==> src/rtl/ccit_ram.sv <==
// Generic single-port-write, single-port-read RAM with registered read data.
`default_nettype none
module ccit_ram #(
  parameter int WIDTH = 16,
  parameter int DEPTH = 16
) (
  input  wire logic                                          clk_i,
  input  wire logic                                          we_i,
  input  wire logic [((DEPTH > 1) ? $clog2(DEPTH) : 1)-1:0]  waddr_i,
  input  wire logic [WIDTH-1:0]                              wdata_i,
  input  wire logic [((DEPTH > 1) ? $clog2(DEPTH) : 1)-1:0]  raddr_i,
  output logic      [WIDTH-1:0]                              rdata_o
);
  logic [WIDTH-1:0] mem_q [DEPTH];
  logic [WIDTH-1:0] rdata_q;

  always_ff @(posedge clk_i) begin
    if (we_i) begin
      mem_q[waddr_i] <= wdata_i;
    end
    rdata_q <= mem_q[raddr_i];
  end

  assign rdata_o = rdata_q;
endmodule
`default_nettype wire

==> config.mk <==
export PLATFORM = sky130hd
export DESIGN_NAME = ccit_ram
export DESIGN_NICKNAME = d
export VERILOG_FILES = /design/src/rtl/ccit_ram.sv
export SDC_FILE = /design/constraint.sdc
export NUM_CORES = 1
export LEC_CHECK = 0
export ABC_AREA = 1
export BUFFER_PORTS_ARGS = -buffer_cell sky130_fd_sc_hd__clkbuf_2
export CAP_MARGIN = 20
export CORE_AREA = 2 2 163 165
export CTS_CLUSTER_DIAMETER = 40
export DETAILED_ROUTE_END_ITERATION = 8
export DIE_AREA = 0 0 165 167
export GPL_TIMING_DRIVEN = 0
export PLACE_DENSITY = 0.63
export SLEW_MARGIN = 20
export SYNTH_ARGS = -nofsm -noshare
export SYNTH_HDL_FRONTEND = slang
export SYNTH_SLANG_ARGS = --single-unit
==> constraint.sdc <==
create_clock -name clk_i -period 2.1 [get_ports clk_i]
set_input_delay 0.315 -clock clk_i [delete_from_list [all_inputs] [get_ports clk_i]]
set_output_delay 0.315 -clock clk_i [all_outputs]
set_load 0.01 [all_outputs]
==> results of run 1 <==
-- where the power goes --
part / switching [mW] / internal, mW
registers: 0.0295 / 6.07
clock network: 2.25 / 3.83
logic: 0.574 / 0.229
total: 2.86 / 10.1
-- sequential cells by signal, indices dropped and copies added (netlist names) --
signal   count
mem_q      256
rdata_o     16
-- per-stage QoR --
step	setup slack, ns	total power [mW]	setup TNS, ns
after floorplan	0.485	6.64	0
after global placement	-0.385	6.98	-74.34
after detailed placement	0.181	7.01	0
after CTS	0.694	13.0	0
after global routing	0.598	13.3	0
final	0.644	13.0	0
-- routing by layer --
metal,wire length [µm],share of wire,vias up
li1,-,-,3653
met1,11700,0.41,3651
met2,13600,0.47,320
met3,2640,0.091,84
met4,1060,0.036,0
met5,0,0,-
-- layout by cell type, fill, tap and decap left out --
cell,count
sky130_fd_sc_hd__bufinv_16,5
sky130_fd_sc_hd__buf_2,19
sky130_fd_sc_hd__buf_6,12
sky130_fd_sc_hd__clkbuf_16,37
sky130_fd_sc_hd__nand2_1,341
sky130_fd_sc_hd__buf_8,7
sky130_fd_sc_hd__nand3b_1,2
sky130_fd_sc_hd__clkinv_2,6
sky130_fd_sc_hd__inv_6,1
sky130_fd_sc_hd__clkbuf_2,39
sky130_fd_sc_hd__clkinv_4,3
sky130_fd_sc_hd__dfxtp_1,16
sky130_fd_sc_hd__clkbuf_1,12
sky130_fd_sc_hd__edfxtp_1,256
sky130_fd_sc_hd__buf_1,1
sky130_fd_sc_hd__clkinv_1,6
sky130_fd_sc_hd__buf_4,18
sky130_fd_sc_hd__nand3_1,193
sky130_fd_sc_hd__nor2_2,16
sky130_fd_sc_hd__clkinvlp_4,3
sky130_fd_sc_hd__inv_2,2
sky130_fd_sc_hd__inv_1,196
sky130_fd_sc_hd__nor2_1,1
-- worst max-delay path: cells and delay by family --
family,cells,cell delay (ns)
and+or+nand+nor,4,0.65
buffers and inverters,3,0.90
-- synth_stat cells --
library cell / count / area [µm²]
sky130_fd_sc_hd__clkbuf_1: 10 / 37.5
sky130_fd_sc_hd__buf_6: 3 / 33.8
sky130_fd_sc_hd__inv_2: 2 / 7.51
sky130_fd_sc_hd__buf_4: 18 / 135
sky130_fd_sc_hd__nand2_1: 341 / 1280
sky130_fd_sc_hd__edfxtp_1: 256 / 7690
sky130_fd_sc_hd__nand3_1: 193 / 966
sky130_fd_sc_hd__buf_1: 1 / 3.75
sky130_fd_sc_hd__nand3b_1: 2 / 15.0
sky130_fd_sc_hd__nor2_1: 17 / 63.8
sky130_fd_sc_hd__buf_2: 19 / 95.1
sky130_fd_sc_hd__inv_1: 196 / 736
sky130_fd_sc_hd__dfxtp_1: 16 / 320
-- worst min path at each step --
stage                           startpoint  slack (ns)                     to
finish                          raddr_i[3]        0.17     rdata_o[3]$_DFF_P_
global route                    raddr_i[3]        0.17     rdata_o[3]$_DFF_P_
floorplan                       wdata_i[0]        0.41  mem_q[0][0]$_DFFE_PP_
global placement    mem_q[10][3]$_DFFE_PP_        0.65     rdata_o[3]$_DFF_P_
CTS                             raddr_i[3]        0.15     rdata_o[3]$_DFF_P_
detailed placement  mem_q[10][3]$_DFFE_PP_        0.65     rdata_o[3]$_DFF_P_
-- logic make-up (layout without fill, tap and decap cells) --
| family | count (synthesis) | after routing | share of synthesized area |
|---|---|---|---|
| simple gates | 553 | 553 | 0.204 |
| buf+inv | 249 | 367 | 0.0921 |
| flops | 272 | 272 | 0.704 |
-- cell type report --
cell class,instances,share of cell area
clock buffers,39,0.0695
inverters,198,0.0553
well taps,335,0.0312
plain buffers,51,0.0227
repair buffers,55,0.0299
flip-flops and latches,272,0.596
multi-input cells,553,0.176
clock inverters,24,0.0194
==> qor.json, run 1 <==
{
  "run_status": {"value": "complete, no violations"},
  "routabilityCongestion": {"value": 0.830},
  "fin_crit_sh": {"value": 0.693},
  "first_pass_iters": {"value": 6},
  "worstMarginPinSlew": {"value": 0.860, "unit": "ns"},
  "reg2reg_setup_slack": {"value": 0.99, "unit": "ns"},
  "vias": {"value": 7708},
  "area_of_combinational_cells_with_multiple_inputs": {"value": 2360, "unit": "µm²"},
  "max_stage_delay": {"value": 0.63, "unit": "ns"},
  "cts_setup_buffers": {"value": 0},
  "timing.final.max_slew_violations": {"value": 0},
  "fill_cells": {"value": 2240},
  "largest_net_degree_at_the_start_of_global_routing": {"value": 17},
  "worst-path-max-fanout": {"value": 10},
  "worst_r2r_path_depth": {"value": 6},
  "timing.critical_path.to": {"value": "rdata_o[8]$_DFF_P_"},
  "grt_use_met1": {"value": 0.297},
  "pin_count": {"value": 42},
  "clockBufferDepth": {"value": 3},
  "critPathArrivalTime": {"value": 1.88, "unit": "ns"},
  "syn_inst": {"value": 1074},
  "unrepaired_setup_endpoints_after_global_routing": {"value": "false"},
  "root_driver": {"value": "sky130_fd_sc_hd__clkbuf_16"},
  "detailedPlacementHpwl": {"value": 19300, "unit": "µm"},
  "design.die.area": {"value": 27600, "unit": "µm²"},
  "finalWorstPathRequiredPeriod": {"value": 1.46, "unit": "ns"},
  "synth_cell_types": {"value": 13},
  "grt_pass1_vias": {"value": 7315},
  "detail_route.drc_violations": {"value": 0},
  "area_delta_synth_final": {"value": 18.1, "unit": "%"},
  "ys_ff_latch": {"value": 272},
  "routed_wl": {"value": 29000, "unit": "µm"},
  "criticalPathCategory": {"value": "in2reg"},
  "dpl.cell_count": {"value": 1464},
  "ctsHtreeMaxLevel": {"value": 2},
  "floorplan.die.width": {"value": 165, "unit": "µm"},
  "viasPerCell": {"value": 5.05},
  "static-leakage-power": {"value": 5.80, "unit": "nW"},
  "worstSkewPairLatency": {"value": 0.51, "unit": "ns"},
  "skew": {"value": 0.0156, "unit": "ns"},
  "startpoint": {"value": "raddr_i[1]"},
  "path_clk_slew": {"value": 0.06, "unit": "ns"},
  "timing.rr.start": {"value": "mem_q[3][10]$_DFFE_PP_"},
  "die_height": {"value": 167, "unit": "µm"},
  "grt_pass1_wl": {"value": 43500, "unit": "µm"},
  "timing.max_slew.rel_slack": {"value": 0.426},
  "tritoncts_clock_tree": {"value": "built"},
  "drive_gt1_frac": {"value": 0.141},
  "grt_use_total": {"value": 0.216},
  "timing.final.setup_violations": {"value": 0},
  "antenna_left": {"value": 0},
  "grt-busiest-layer": {"value": "met2"},
  "cap_viol_max_count": {"value": 0},
  "setup.worst_path.end_class": {"value": "flip-flop"},
  "most_used_cell_cp": {"value": "sky130_fd_sc_hd__nand3_1"},
  "antenna_violations_before_repair": {"value": 0},
  "cts-hold-fix-buffers": {"value": 0},
  "finalNonFillerCells": {"value": 1527},
  "irDropWorstVdd": {"value": 0.000646, "unit": "V"},
  "number_of_core_rows": {"value": 59},
  "place_area": {"value": 12200, "unit": "µm²"},
  "syn-mean-instance-area": {"value": 10.6, "unit": "µm²"},
  "design.final.nets": {"value": 1193},
  "grt_overflow": {"value": 0},
  "cts_made_buffers": {"value": 36},
  "critical_path.reg2reg.endpoint": {"value": "rdata_o[10]$_DFF_P_"},
  "starting_density": {"value": 0.442},
  "critical_path_required": {"value": 2.52, "unit": "ns"},
  "cts_resized": {"value": 0},
  "maxClockFrequency": {"value": 0.687, "unit": "GHz"},
  "first_iter_violations": {"value": 868},
  "final_design_area_no_fill": {"value": 13400, "unit": "µm²"},
  "min_path_type": {"value": "in2reg"},
  "final.hold.worst_slack": {"value": 0.166, "unit": "ns"},
  "synth_area": {"value": 11400, "unit": "µm²"},
  "final_core_utilization": {"value": 0.521},
  "synth_fp_nets": {"value": 1100},
  "power.density": {"value": 967, "unit": "nW/µm²"},
  "synth.yosys.warnings": {"value": 0},
  "final_hold_viol_count": {"value": 0},
  "diodes": {"value": 0},
  "critical_path.startpoint_type": {"value": "input pin"},
  "cpMaxStageDelayCell": {"value": "sky130_fd_sc_hd__clkbuf_1"},
  "clock-sinks": {"value": 272},
  "final-seq-area": {"value": 8010, "unit": "µm²"},
  "drt-wirelength-per-cell": {"value": 19.0, "unit": "µm"},
  "grt_util_met3": {"value": 0.0431},
  "synth-seq-area-share": {"value": 0.704},
  "gr-usage-met2": {"value": 0.342},
  "cp_cell_sequence": {"value": "clkbuf_2 -> inv_2 -> clkbuf_1 -> nand3_1 -> nand3_1 -> nand3_1 -> nand2_1"},
  "worstHoldPathCells": {"value": 3},
  "io_buffers": {"value": 39},
  "placeableCoreArea": {"value": 25800, "unit": "µm²"}
}
No activity file was read; power rests on OpenSTA's default activity.
==> inputs of run 2 (changes only) <==
ABC_AREA = 0   (was 1)
CORE_AREA = 2 2 153 155   (was 2 2 163 165)
DIE_AREA = 0 0 155 157   (was 0 0 165 167)
PLACE_DENSITY = 0.66   (was 0.63)
clock period = 1.25 ns   (was 2.1 ns; I/O delays follow)
==> qor.json, run 2 <==
{
  "starting_density": {"value": 0.446, "change": "was 0.442"},
  "worstSkewPairLatency": {"value": 0.51, "unit": "ns", "change": "about the same"},
  "synth_top_area_cell": {"value": "sky130_fd_sc_hd__edfxtp_1", "change": "unchanged"},
  "share_seq_of_total_power": {"value": 0.494, "change": "was 0.470"},
  "syn-mean-instance-area": {"value": 23.2, "unit": "µm²", "change": "was 10.6 µm²"},
  "setup_tns": {"value": -0.136, "unit": "ns", "change": "was 0 ns"},
  "worstMarginPinSlew": {"value": 0.778, "unit": "ns", "change": "was 0.860 ns"},
  "final_design_area_no_fill": {"value": 12300, "unit": "µm²", "change": "was 13400 µm²"},
  "static-leakage-power": {"value": 4.01, "unit": "nW", "change": "was 5.80 nW"},
  "final.hold.worst_slack": {"value": 0.0726, "unit": "ns", "change": "was 0.166 ns"},
  "worst-path-max-fanout": {"value": 1, "change": "was 10"},
  "first_pass_iters": {"value": 4, "change": "was 6"},
  "detailedPlacementHpwl": {"value": 11900, "unit": "µm", "change": "was 19300 µm"},
  "timing.final.max_slew_violations": {"value": 0, "change": "unchanged"},
  "intPower": {"value": 16.5, "unit": "mW", "change": "was 10.1 mW"},
  "ys_ff_latch": {"value": 272, "change": "unchanged"},
  "timing.max_slew.rel_slack": {"value": 0.480, "change": "was 0.426"},
  "place_area": {"value": 10800, "unit": "µm²", "change": "was 12200 µm²"},
  "finalWorstPathRequiredPeriod": {"value": 1.29, "unit": "ns"},
  "critical_path_required": {"value": 1.62, "unit": "ns", "change": "was 2.52 ns"},
  "dpl_worst_slack": {"value": -0.912, "unit": "ns", "change": "was 0.181 ns"},
  "critical_path.startpoint_type": {"value": "flip-flop", "change": "was input pin"},
  "vias": {"value": 4779, "change": "was 7708"},
  "diodes": {"value": 0, "change": "unchanged"},
  "grt_pass1_vias": {"value": 5097, "change": "was 7315"},
  "dpl.cell_count": {"value": 756, "change": "was 1464"},
  "routabilityCongestion": {"value": 0.724, "change": "was 0.830"},
  "syn_inst": {"value": 432, "change": "was 1074"},
  "asyncSetResetFlopFracSynth": {"value": 0, "change": "unchanged"},
  "detail_route.drc_violations": {"value": 0, "change": "unchanged"},
  "floorplan.die.width": {"value": 155, "unit": "µm", "change": "was 165 µm"},
  "path_clk_slew": {"value": 0.05, "unit": "ns", "change": "was 0.06 ns"},
  "report.power.total": {"value": 20.7, "unit": "mW", "change": "was 13.0 mW"},
  "placeableCoreArea": {"value": 22500, "unit": "µm²", "change": "was 25800 µm²"},
  "synth_cell_types": {"value": 19, "change": "was 13"},
  "number_of_core_rows": {"value": 55, "change": "was 59"},
  "violated_checks": {"value": "setup timing"},
  "grt_use_total": {"value": 0.178, "change": "was 0.216"},
  "fin_crit_sh": {"value": 1.03},
  "largest_register_ffs": {"value": 256, "change": "unchanged"},
  "maxClockFrequency": {"value": 0.774, "unit": "GHz"},
  "grt_pass1_wl": {"value": 31200, "unit": "µm", "change": "was 43500 µm"},
  "area_delta_synth_final": {"value": 22.2, "unit": "%", "change": "was 18.1%"},
  "layout_setup_ws": {"value": -0.0420, "unit": "ns", "change": "was 0.644 ns"},
  "share_of_power_burned_in_combinational_logic": {"value": 0.051, "change": "was 0.062"},
  "skew": {"value": 0.0215, "unit": "ns", "change": "was 0.0156 ns"},
  "grt_overflow": {"value": 0, "change": "unchanged"},
  "irDropWorstVdd": {"value": 0.000943, "unit": "V", "change": "was 0.000646 V"},
  "design.final.nets": {"value": 553, "change": "was 1193"},
  "io_buffers": {"value": 39, "change": "unchanged"},
  "sw_frac_of_total": {"value": 0.203, "change": "was 0.220"},
  "most_instantiated_flip_flop_cell_in_the_synthesis_netlist": {"value": "sky130_fd_sc_hd__edfxtp_1", "change": "unchanged"},
  "antenna_violations_before_repair": {"value": 0, "change": "unchanged"},
  "drive_gt1_frac": {"value": 0.393, "change": "was 0.141"},
  "synthMostInstantiatedCell": {"value": "sky130_fd_sc_hd__edfxtp_1", "change": "was sky130_fd_sc_hd__nand2_1"},
  "sw_power": {"value": 4.21, "unit": "mW", "change": "was 2.86 mW"},
  "cts_made_buffers": {"value": 34, "change": "was 36"},
  "power.density": {"value": 1690, "unit": "nW/µm²", "change": "was 967 nW/µm²"},
  "antenna_left": {"value": 0, "change": "unchanged"},
  "power.share.clock": {"value": 0.455, "change": "was 0.468"},
  "run_status": {"value": "finished, violations left", "change": "was complete, no violations"},
  "largest_net_degree_at_the_start_of_global_routing": {"value": 17, "change": "unchanged"},
  "synth_area_leaders": {"value": "sky130_fd_sc_hd__edfxtp_1 (77%), sky130_fd_sc_hd__mux4_2 (12%), sky130_fd_sc_hd__dfxtp_1 (3.2%)", "change": "was sky130_fd_sc_hd__edfxtp_1 (68%), sky130_fd_sc_hd__nand2_1 (11%), sky130_fd_sc_hd__nand3_1 (8.5%)"},
  "viasPerCell": {"value": 5.72, "change": "was 5.05"},
  "regMostFlops": {"value": "mem_q", "change": "unchanged"},
  "synth_enable_flop_cells": {"value": 256, "change": "unchanged"},
  "leading_post_synthesis_cells_by_instance_count": {"value": "sky130_fd_sc_hd__edfxtp_1 (256), sky130_fd_sc_hd__mux4_2 (54), sky130_fd_sc_hd__a22oi_1 (32)", "change": "was sky130_fd_sc_hd__nand2_1 (341), sky130_fd_sc_hd__edfxtp_1 (256), sky130_fd_sc_hd__inv_1 (196)"},
  "final_hold_viol_count": {"value": 0, "change": "unchanged"},
  "drt-wirelength-per-cell": {"value": 25.0, "unit": "µm", "change": "was 19.0 µm"},
  "first_iter_violations": {"value": 393, "change": "was 868"},
  "criticalPathCategory": {"value": "reg2reg", "change": "was in2reg"},
  "most_frequent_standard_cell_in_the_layout_excluding_fill_and_tap_cells": {"value": "sky130_fd_sc_hd__edfxtp_1", "change": "was sky130_fd_sc_hd__nand2_1"},
  "root_driver": {"value": "sky130_fd_sc_hd__clkbuf_16", "change": "unchanged"},
  "pin_count": {"value": 42, "change": "unchanged"},
  "critPathArrivalTime": {"value": 1.66, "unit": "ns", "change": "was 1.88 ns"},
  "synth-seq-area-share": {"value": 0.797, "change": "was 0.704"},
  "area_share_of_the_largest_cell_type_after_synthesis": {"value": 0.765, "change": "was 0.675"},
  "final_core_utilization": {"value": 0.546, "change": "was 0.521"},
  "synth_fp_nets": {"value": 458, "change": "was 1100"},
  "design.die.area": {"value": 24300, "unit": "µm²", "change": "was 27600 µm²"},
  "setup.worst_path.end_class": {"value": "flip-flop", "change": "unchanged"},
  "synth_area": {"value": 10000, "unit": "µm²", "change": "was 11400 µm²"},
  "unrepaired_setup_endpoints_after_global_routing": {"value": "true", "change": "was false"},
  "clock-sinks": {"value": 272, "change": "unchanged"},
  "min_path_type": {"value": "in2reg", "change": "unchanged"},
  "tritoncts_clock_tree": {"value": "built", "change": "unchanged"},
  "synth.yosys.warnings": {"value": 0, "change": "unchanged"},
  "cap_viol_max_count": {"value": 0, "change": "unchanged"},
  "layout.cells.most_common_list": {"value": "sky130_fd_sc_hd__edfxtp_1 (256), sky130_fd_sc_hd__mux4_2 (62), sky130_fd_sc_hd__clkbuf_2 (44), sky130_fd_sc_hd__clkbuf_16 (34)", "change": "was sky130_fd_sc_hd__nand2_1 (341), sky130_fd_sc_hd__edfxtp_1 (256), sky130_fd_sc_hd__inv_1 (196), sky130_fd_sc_hd__nand3_1 (193), sky130_fd_sc_hd__clkbuf_2 (39)"},
  "finalNonFillerCells": {"value": 835, "change": "was 1527"},
  "timing.final.setup_violations": {"value": 8, "change": "was 0"},
  "die_height": {"value": 157, "unit": "µm", "change": "was 167 µm"},
  "routed_wl": {"value": 20900, "unit": "µm", "change": "was 29000 µm"},
  "ctsHtreeMaxLevel": {"value": 2, "change": "unchanged"},
  "clockBufferDepth": {"value": 3, "change": "unchanged"}
}
## run 2: cell count changes in the layout (fill, tap and decap cells not counted), sizes merged, moves of 2 or more
cell	change
nor3	+4
inv	-195
nand2	-324
clkinvlp	-2
nand2b	+2
mux4	+64
a22oi	+32
nor2b	+2
nor2	-4
nand3	-192
clkinv	-6
buf	-24
## run 2: worst paths after layout
check | startpoint | slack (ns) | to | cells after the start
hold / removal | wdata_i[5] | 0.07 | mem_q[10][5]$_DFFE_PP_ | 1
setup / recovery | mem_q[8][4]$_DFFE_PP_ | -0.04 | rdata_o[4]$_DFF_P_ | 3
setup reg to reg | mem_q[8][4]$_DFFE_PP_ | -0.04 | rdata_o[4]$_DFF_P_ | 3
hold reg to reg | mem_q[14][13]$_DFFE_PP_ | 0.68 | rdata_o[13]$_DFF_P_ | 3
## run 2: layout make-up
type	instances	area [µm²]
Buffer	21	191
Tap cell	285	357
Fill cell	1675	10200
Multi-Input combinational cell	139	2080
Sequential cell	272	8010
Timing Repair Buffer	59	546
Clock inverter	18	218
Clock buffer	41	877
## run 2: power groups by stage
stage	Clock [mW]	Combinational [mW]	Sequential, mW
after global routing	9.94	1.14	10.3
after global placement	0	0.967	10.4
after floorplan	0	0.554	10.5
final	9.42	1.06	10.3
after detailed placement	0	0.998	10.4
after CTS	9.60	1.05	10.3
## run 2: worst max-delay path, cell delays in order, from the launching register on
cell                       delay, ns
sky130_fd_sc_hd__edfxtp_1       0.37
sky130_fd_sc_hd__mux4_2         0.47
sky130_fd_sc_hd__a22oi_2        0.21
sky130_fd_sc_hd__nand2_1        0.10
## run 2: cell families (layout without fill, tap and decap cells)
kind of cell,Yosys count,in the layout,synth area share
AND/OR/NAND/NOR,43,43,0.0192
flip-flops,272,272,0.797
buffers and inverters,21,139,0.0123
AO/OA/AOI/OAI,32,32,0.0239
multiplexers,64,64,0.147
## run 2: timing repair
item / 4_1_cts / 5_1_grt
gates resized for setup: 17 / 1
setup endpoints to repair: 159 / 144
endpoints found under the hold margin: 0 / 0
buffers inserted: 12 / 8
hold buffers: 0 / 0
pin swaps: 14 / 10
## run 2: metal layers
layer / vias to the layer above / global-route usage / wire length (µm)
met5: - / 0 / 0
met4: 0 / 0.0626 / 531
met3: 42 / 0.0325 / 1190
li1: 2030 / - / -
met2: 166 / 0.302 / 10600
met1: 2541 / 0.235 / 8530
==> inputs of run 3 (changes only) <==
CORE_AREA = 5 5 156 158   (was 2 2 153 155)
DIE_AREA = 0 0 161 163   (was 0 0 155 157)
PLACE_DENSITY = 0.64   (was 0.66)
clock period = 1.3 ns   (was 1.25 ns; I/O delays follow)
==> qor.json, run 3 (synthesis results as in run 2) <==
{
  "finalWorstPathRequiredPeriod": {"value": 1.31, "unit": "ns", "change": "was 1.29 ns"},
  "criticalPathCategory": {"value": "reg2reg", "change": "unchanged"},
  "finalNonFillerCells": {"value": 832, "change": "was 835"},
  "die_height": {"value": 163, "unit": "µm", "change": "was 157 µm"},
  "critPathArrivalTime": {"value": 1.73, "unit": "ns", "change": "was 1.66 ns"},
  "detailedPlacementHpwl": {"value": 12900, "unit": "µm", "change": "was 11900 µm"},
  "worst_r2r_path_depth": {"value": 3, "change": "unchanged"},
  "grt_pass1_vias": {"value": 4972, "change": "was 5097"},
  "design.die.area": {"value": 26200, "unit": "µm²", "change": "was 24300 µm²"},
  "cts_made_buffers": {"value": 31, "change": "was 34"},
  "fin_crit_sh": {"value": 1.01, "change": "was 1.03"},
  "cap_viol_max_count": {"value": 0, "change": "unchanged"},
  "final.hold.worst_slack": {"value": 0.0424, "unit": "ns", "change": "was 0.0726 ns"},
  "worst-path-max-fanout": {"value": 1, "change": "unchanged"},
  "area_of_combinational_cells_with_multiple_inputs": {"value": 2070, "unit": "µm²", "change": "was 2080 µm²"},
  "routed_wl": {"value": 20000, "unit": "µm", "change": "was 20900 µm"},
  "placeableCoreArea": {"value": 23000, "unit": "µm²", "change": "was 22500 µm²"},
  "setup.worst_path.end_class": {"value": "flip-flop", "change": "unchanged"},
  "dpl.cell_count": {"value": 772, "change": "was 756"},
  "drive_gt1_frac": {"value": 0.406, "change": "was 0.393"},
  "area_delta_synth_final": {"value": 20.5, "unit": "%", "change": "was 22.2%"},
  "grt_pass1_wl": {"value": 30200, "unit": "µm", "change": "was 31200 µm"},
  "drt-wirelength-per-cell": {"value": 24.1, "unit": "µm", "change": "was 25.0 µm"},
  "run_status": {"value": "finished, violations left", "change": "unchanged"},
  "timing.final.setup_violations": {"value": 2, "change": "was 8"},
  "routabilityCongestion": {"value": 0.748, "change": "was 0.724"},
  "largest_register_ffs": {"value": 256, "change": "unchanged"},
  "grt_use_total": {"value": 0.154, "change": "was 0.178"},
  "timing.final.max_slew_violations": {"value": 0, "change": "unchanged"},
  "antenna_left": {"value": 0, "change": "unchanged"},
  "regMostFlops": {"value": "mem_q", "change": "unchanged"},
  "first_pass_iters": {"value": 6, "change": "was 4"},
  "reg2reg_setup_slack": {"value": -0.008, "unit": "ns", "change": "was -0.04 ns"},
  "critical_path_required": {"value": 1.72, "unit": "ns", "change": "was 1.62 ns"},
  "floorplan.die.width": {"value": 161, "unit": "µm", "change": "was 155 µm"},
  "starting_density": {"value": 0.437, "change": "was 0.446"},
  "maxClockFrequency": {"value": 0.764, "unit": "GHz", "change": "was 0.774 GHz"},
  "number_of_core_rows": {"value": 56, "change": "was 55"},
  "timing.max_slew.rel_slack": {"value": 0.491, "change": "was 0.480"},
  "largest_net_degree_at_the_start_of_global_routing": {"value": 17, "change": "unchanged"},
  "design.final.nets": {"value": 543, "change": "was 553"},
  "min_path_type": {"value": "in2reg", "change": "unchanged"},
  "unrepaired_setup_endpoints_after_global_routing": {"value": "true", "change": "unchanged"},
  "tritoncts_clock_tree": {"value": "built", "change": "unchanged"},
  "hold_end": {"value": "mem_q[1][11]$_DFFE_PP_", "change": "was mem_q[10][5]$_DFFE_PP_"},
  "path_clk_slew": {"value": 0.06, "unit": "ns", "change": "was 0.05 ns"},
  "static-leakage-power": {"value": 3.94, "unit": "nW", "change": "was 4.01 nW"},
  "final_hold_viol_count": {"value": 0, "change": "unchanged"},
  "layout_setup_ws": {"value": -0.00825, "unit": "ns", "change": "was -0.0420 ns"},
  "ctsHtreeMaxLevel": {"value": 1, "change": "was 2"},
  "clock-sinks": {"value": 272, "change": "unchanged"},
  "timing.rr.start": {"value": "mem_q[2][8]$_DFFE_PP_", "change": "was mem_q[8][4]$_DFFE_PP_"},
  "most_frequent_standard_cell_in_the_layout_excluding_fill_and_tap_cells": {"value": "sky130_fd_sc_hd__edfxtp_1", "change": "unchanged"},
  "worstHoldPathCells": {"value": 1, "change": "unchanged"},
  "diodes": {"value": 0, "change": "unchanged"},
  "pin_count": {"value": 42, "change": "unchanged"},
  "skew": {"value": 0.0146, "unit": "ns", "change": "was 0.0215 ns"},
  "layout.cells.most_common_list": {"value": "sky130_fd_sc_hd__edfxtp_1 (256), sky130_fd_sc_hd__mux4_2 (62), sky130_fd_sc_hd__clkbuf_2 (44), sky130_fd_sc_hd__clkbuf_16 (31)", "change": "was sky130_fd_sc_hd__edfxtp_1 (256), sky130_fd_sc_hd__mux4_2 (62), sky130_fd_sc_hd__clkbuf_2 (44), sky130_fd_sc_hd__clkbuf_16 (34)"},
  "power.density": {"value": 1630, "unit": "nW/µm²", "change": "was 1690 nW/µm²"},
  "cts-hold-fix-buffers": {"value": 0, "change": "unchanged"},
  "critical_path.reg2reg.endpoint": {"value": "rdata_o[8]$_DFF_P_", "change": "was rdata_o[4]$_DFF_P_"},
  "final-seq-area": {"value": 8010, "unit": "µm²", "change": "unchanged"},
  "viasPerCell": {"value": 5.61, "change": "was 5.72"},
  "root_driver": {"value": "sky130_fd_sc_hd__clkbuf_16", "change": "unchanged"},
  "first_iter_violations": {"value": 318, "change": "was 393"},
  "worstMarginPinSlew": {"value": 0.761, "unit": "ns", "change": "was 0.778 ns"},
  "clockBufferDepth": {"value": 3, "change": "unchanged"},
  "irDropWorstVdd": {"value": 0.00141, "unit": "V", "change": "was 0.000943 V"},
  "violated_checks": {"value": "setup timing", "change": "unchanged"},
  "worstHoldStart": {"value": "wdata_i[11]", "change": "was wdata_i[5]"},
  "worstSkewPairLatency": {"value": 0.55, "unit": "ns", "change": "was 0.51 ns"},
  "detail_route.drc_violations": {"value": 0, "change": "unchanged"},
  "antenna_violations_before_repair": {"value": 0, "change": "unchanged"},
  "vias": {"value": 4666, "change": "was 4779"},
  "critical_path.startpoint_type": {"value": "flip-flop", "change": "unchanged"},
  "fill_cells": {"value": 1771, "change": "was 1675"},
  "grt_overflow": {"value": 0, "change": "unchanged"},
  "io_buffers": {"value": 39, "change": "unchanged"}
}
## run 3: worst max path at each step
stage,start,end,cells after the start
global route,waddr_i[0],mem_q[11][15]$_DFFE_PP_,4
finish,mem_q[2][8]$_DFFE_PP_,rdata_o[8]$_DFF_P_,3
floorplan,waddr_i[2],mem_q[10][0]$_DFFE_PP_,2
detailed placement,waddr_i[2],mem_q[0][2]$_DFFE_PP_,3
global placement,waddr_i[1],mem_q[9][15]$_DFFE_PP_,3
CTS,mem_q[15][6]$_DFFE_PP_,rdata_o[6]$_DFF_P_,3
## run 3: per-layer routing
metal | vias to the layer above | global-route usage | wire length [µm]
met1 | 2477 | 0.223 | 8890
met4 | 0 | 0.0326 | 401
met3 | 38 | 0.0316 | 1070
met5 | - | 0 | 0
li1 | 2017 | - | -
met2 | 134 | 0.246 | 9660
## run 3: critical path: stages, from the launching register on
cell	delay, ns
sky130_fd_sc_hd__edfxtp_1	0.37
sky130_fd_sc_hd__mux4_2	0.48
sky130_fd_sc_hd__a22oi_2	0.23
sky130_fd_sc_hd__nand2_1	0.11
## run 3: where the power goes
group	internal (mW)	leakage (nW)	total [mW]	switching, mW
clock	5.51	0.524	8.94	3.44
combinational	0.418	0.971	0.987	0.569
sequential	9.80	2.45	9.85	0.0479
total	15.7	3.94	19.8	4.06
## run 3: final cells by class
cell class | instances | share of cell area
buffer | 21 | 0.0149
clock inverter | 24 | 0.0226
timing repair buffer | 52 | 0.0331
clock buffer | 34 | 0.0667
tap | 290 | 0.0300
sequential | 272 | 0.661
multi-input combinational | 139 | 0.171
## run 3: stage by stage
stage	power (mW)	util	setup TNS (ns)	setup WS [ns]	cell area, µm²
final	19.8	0.527	-0.00896	-0.00825	12100
after global routing	20.4	0.527	-0.628	-0.0327	12100
after CTS	19.9	0.522	0	0.00259	12000
after detailed placement	11.0	0.473	-118.63	-0.785	10900
after global placement	10.9	0.465	-229.89	-1.14	10700
after floorplan	10.6	-	-40.28	-0.229	10100
## run 3: timing repair
item	in CTS	in global routing
hold endpoints to repair	0	0
setup buffers	1	1
resized for setup	7	18
endpoints found under the setup margin	21	59
pin swaps	1	4
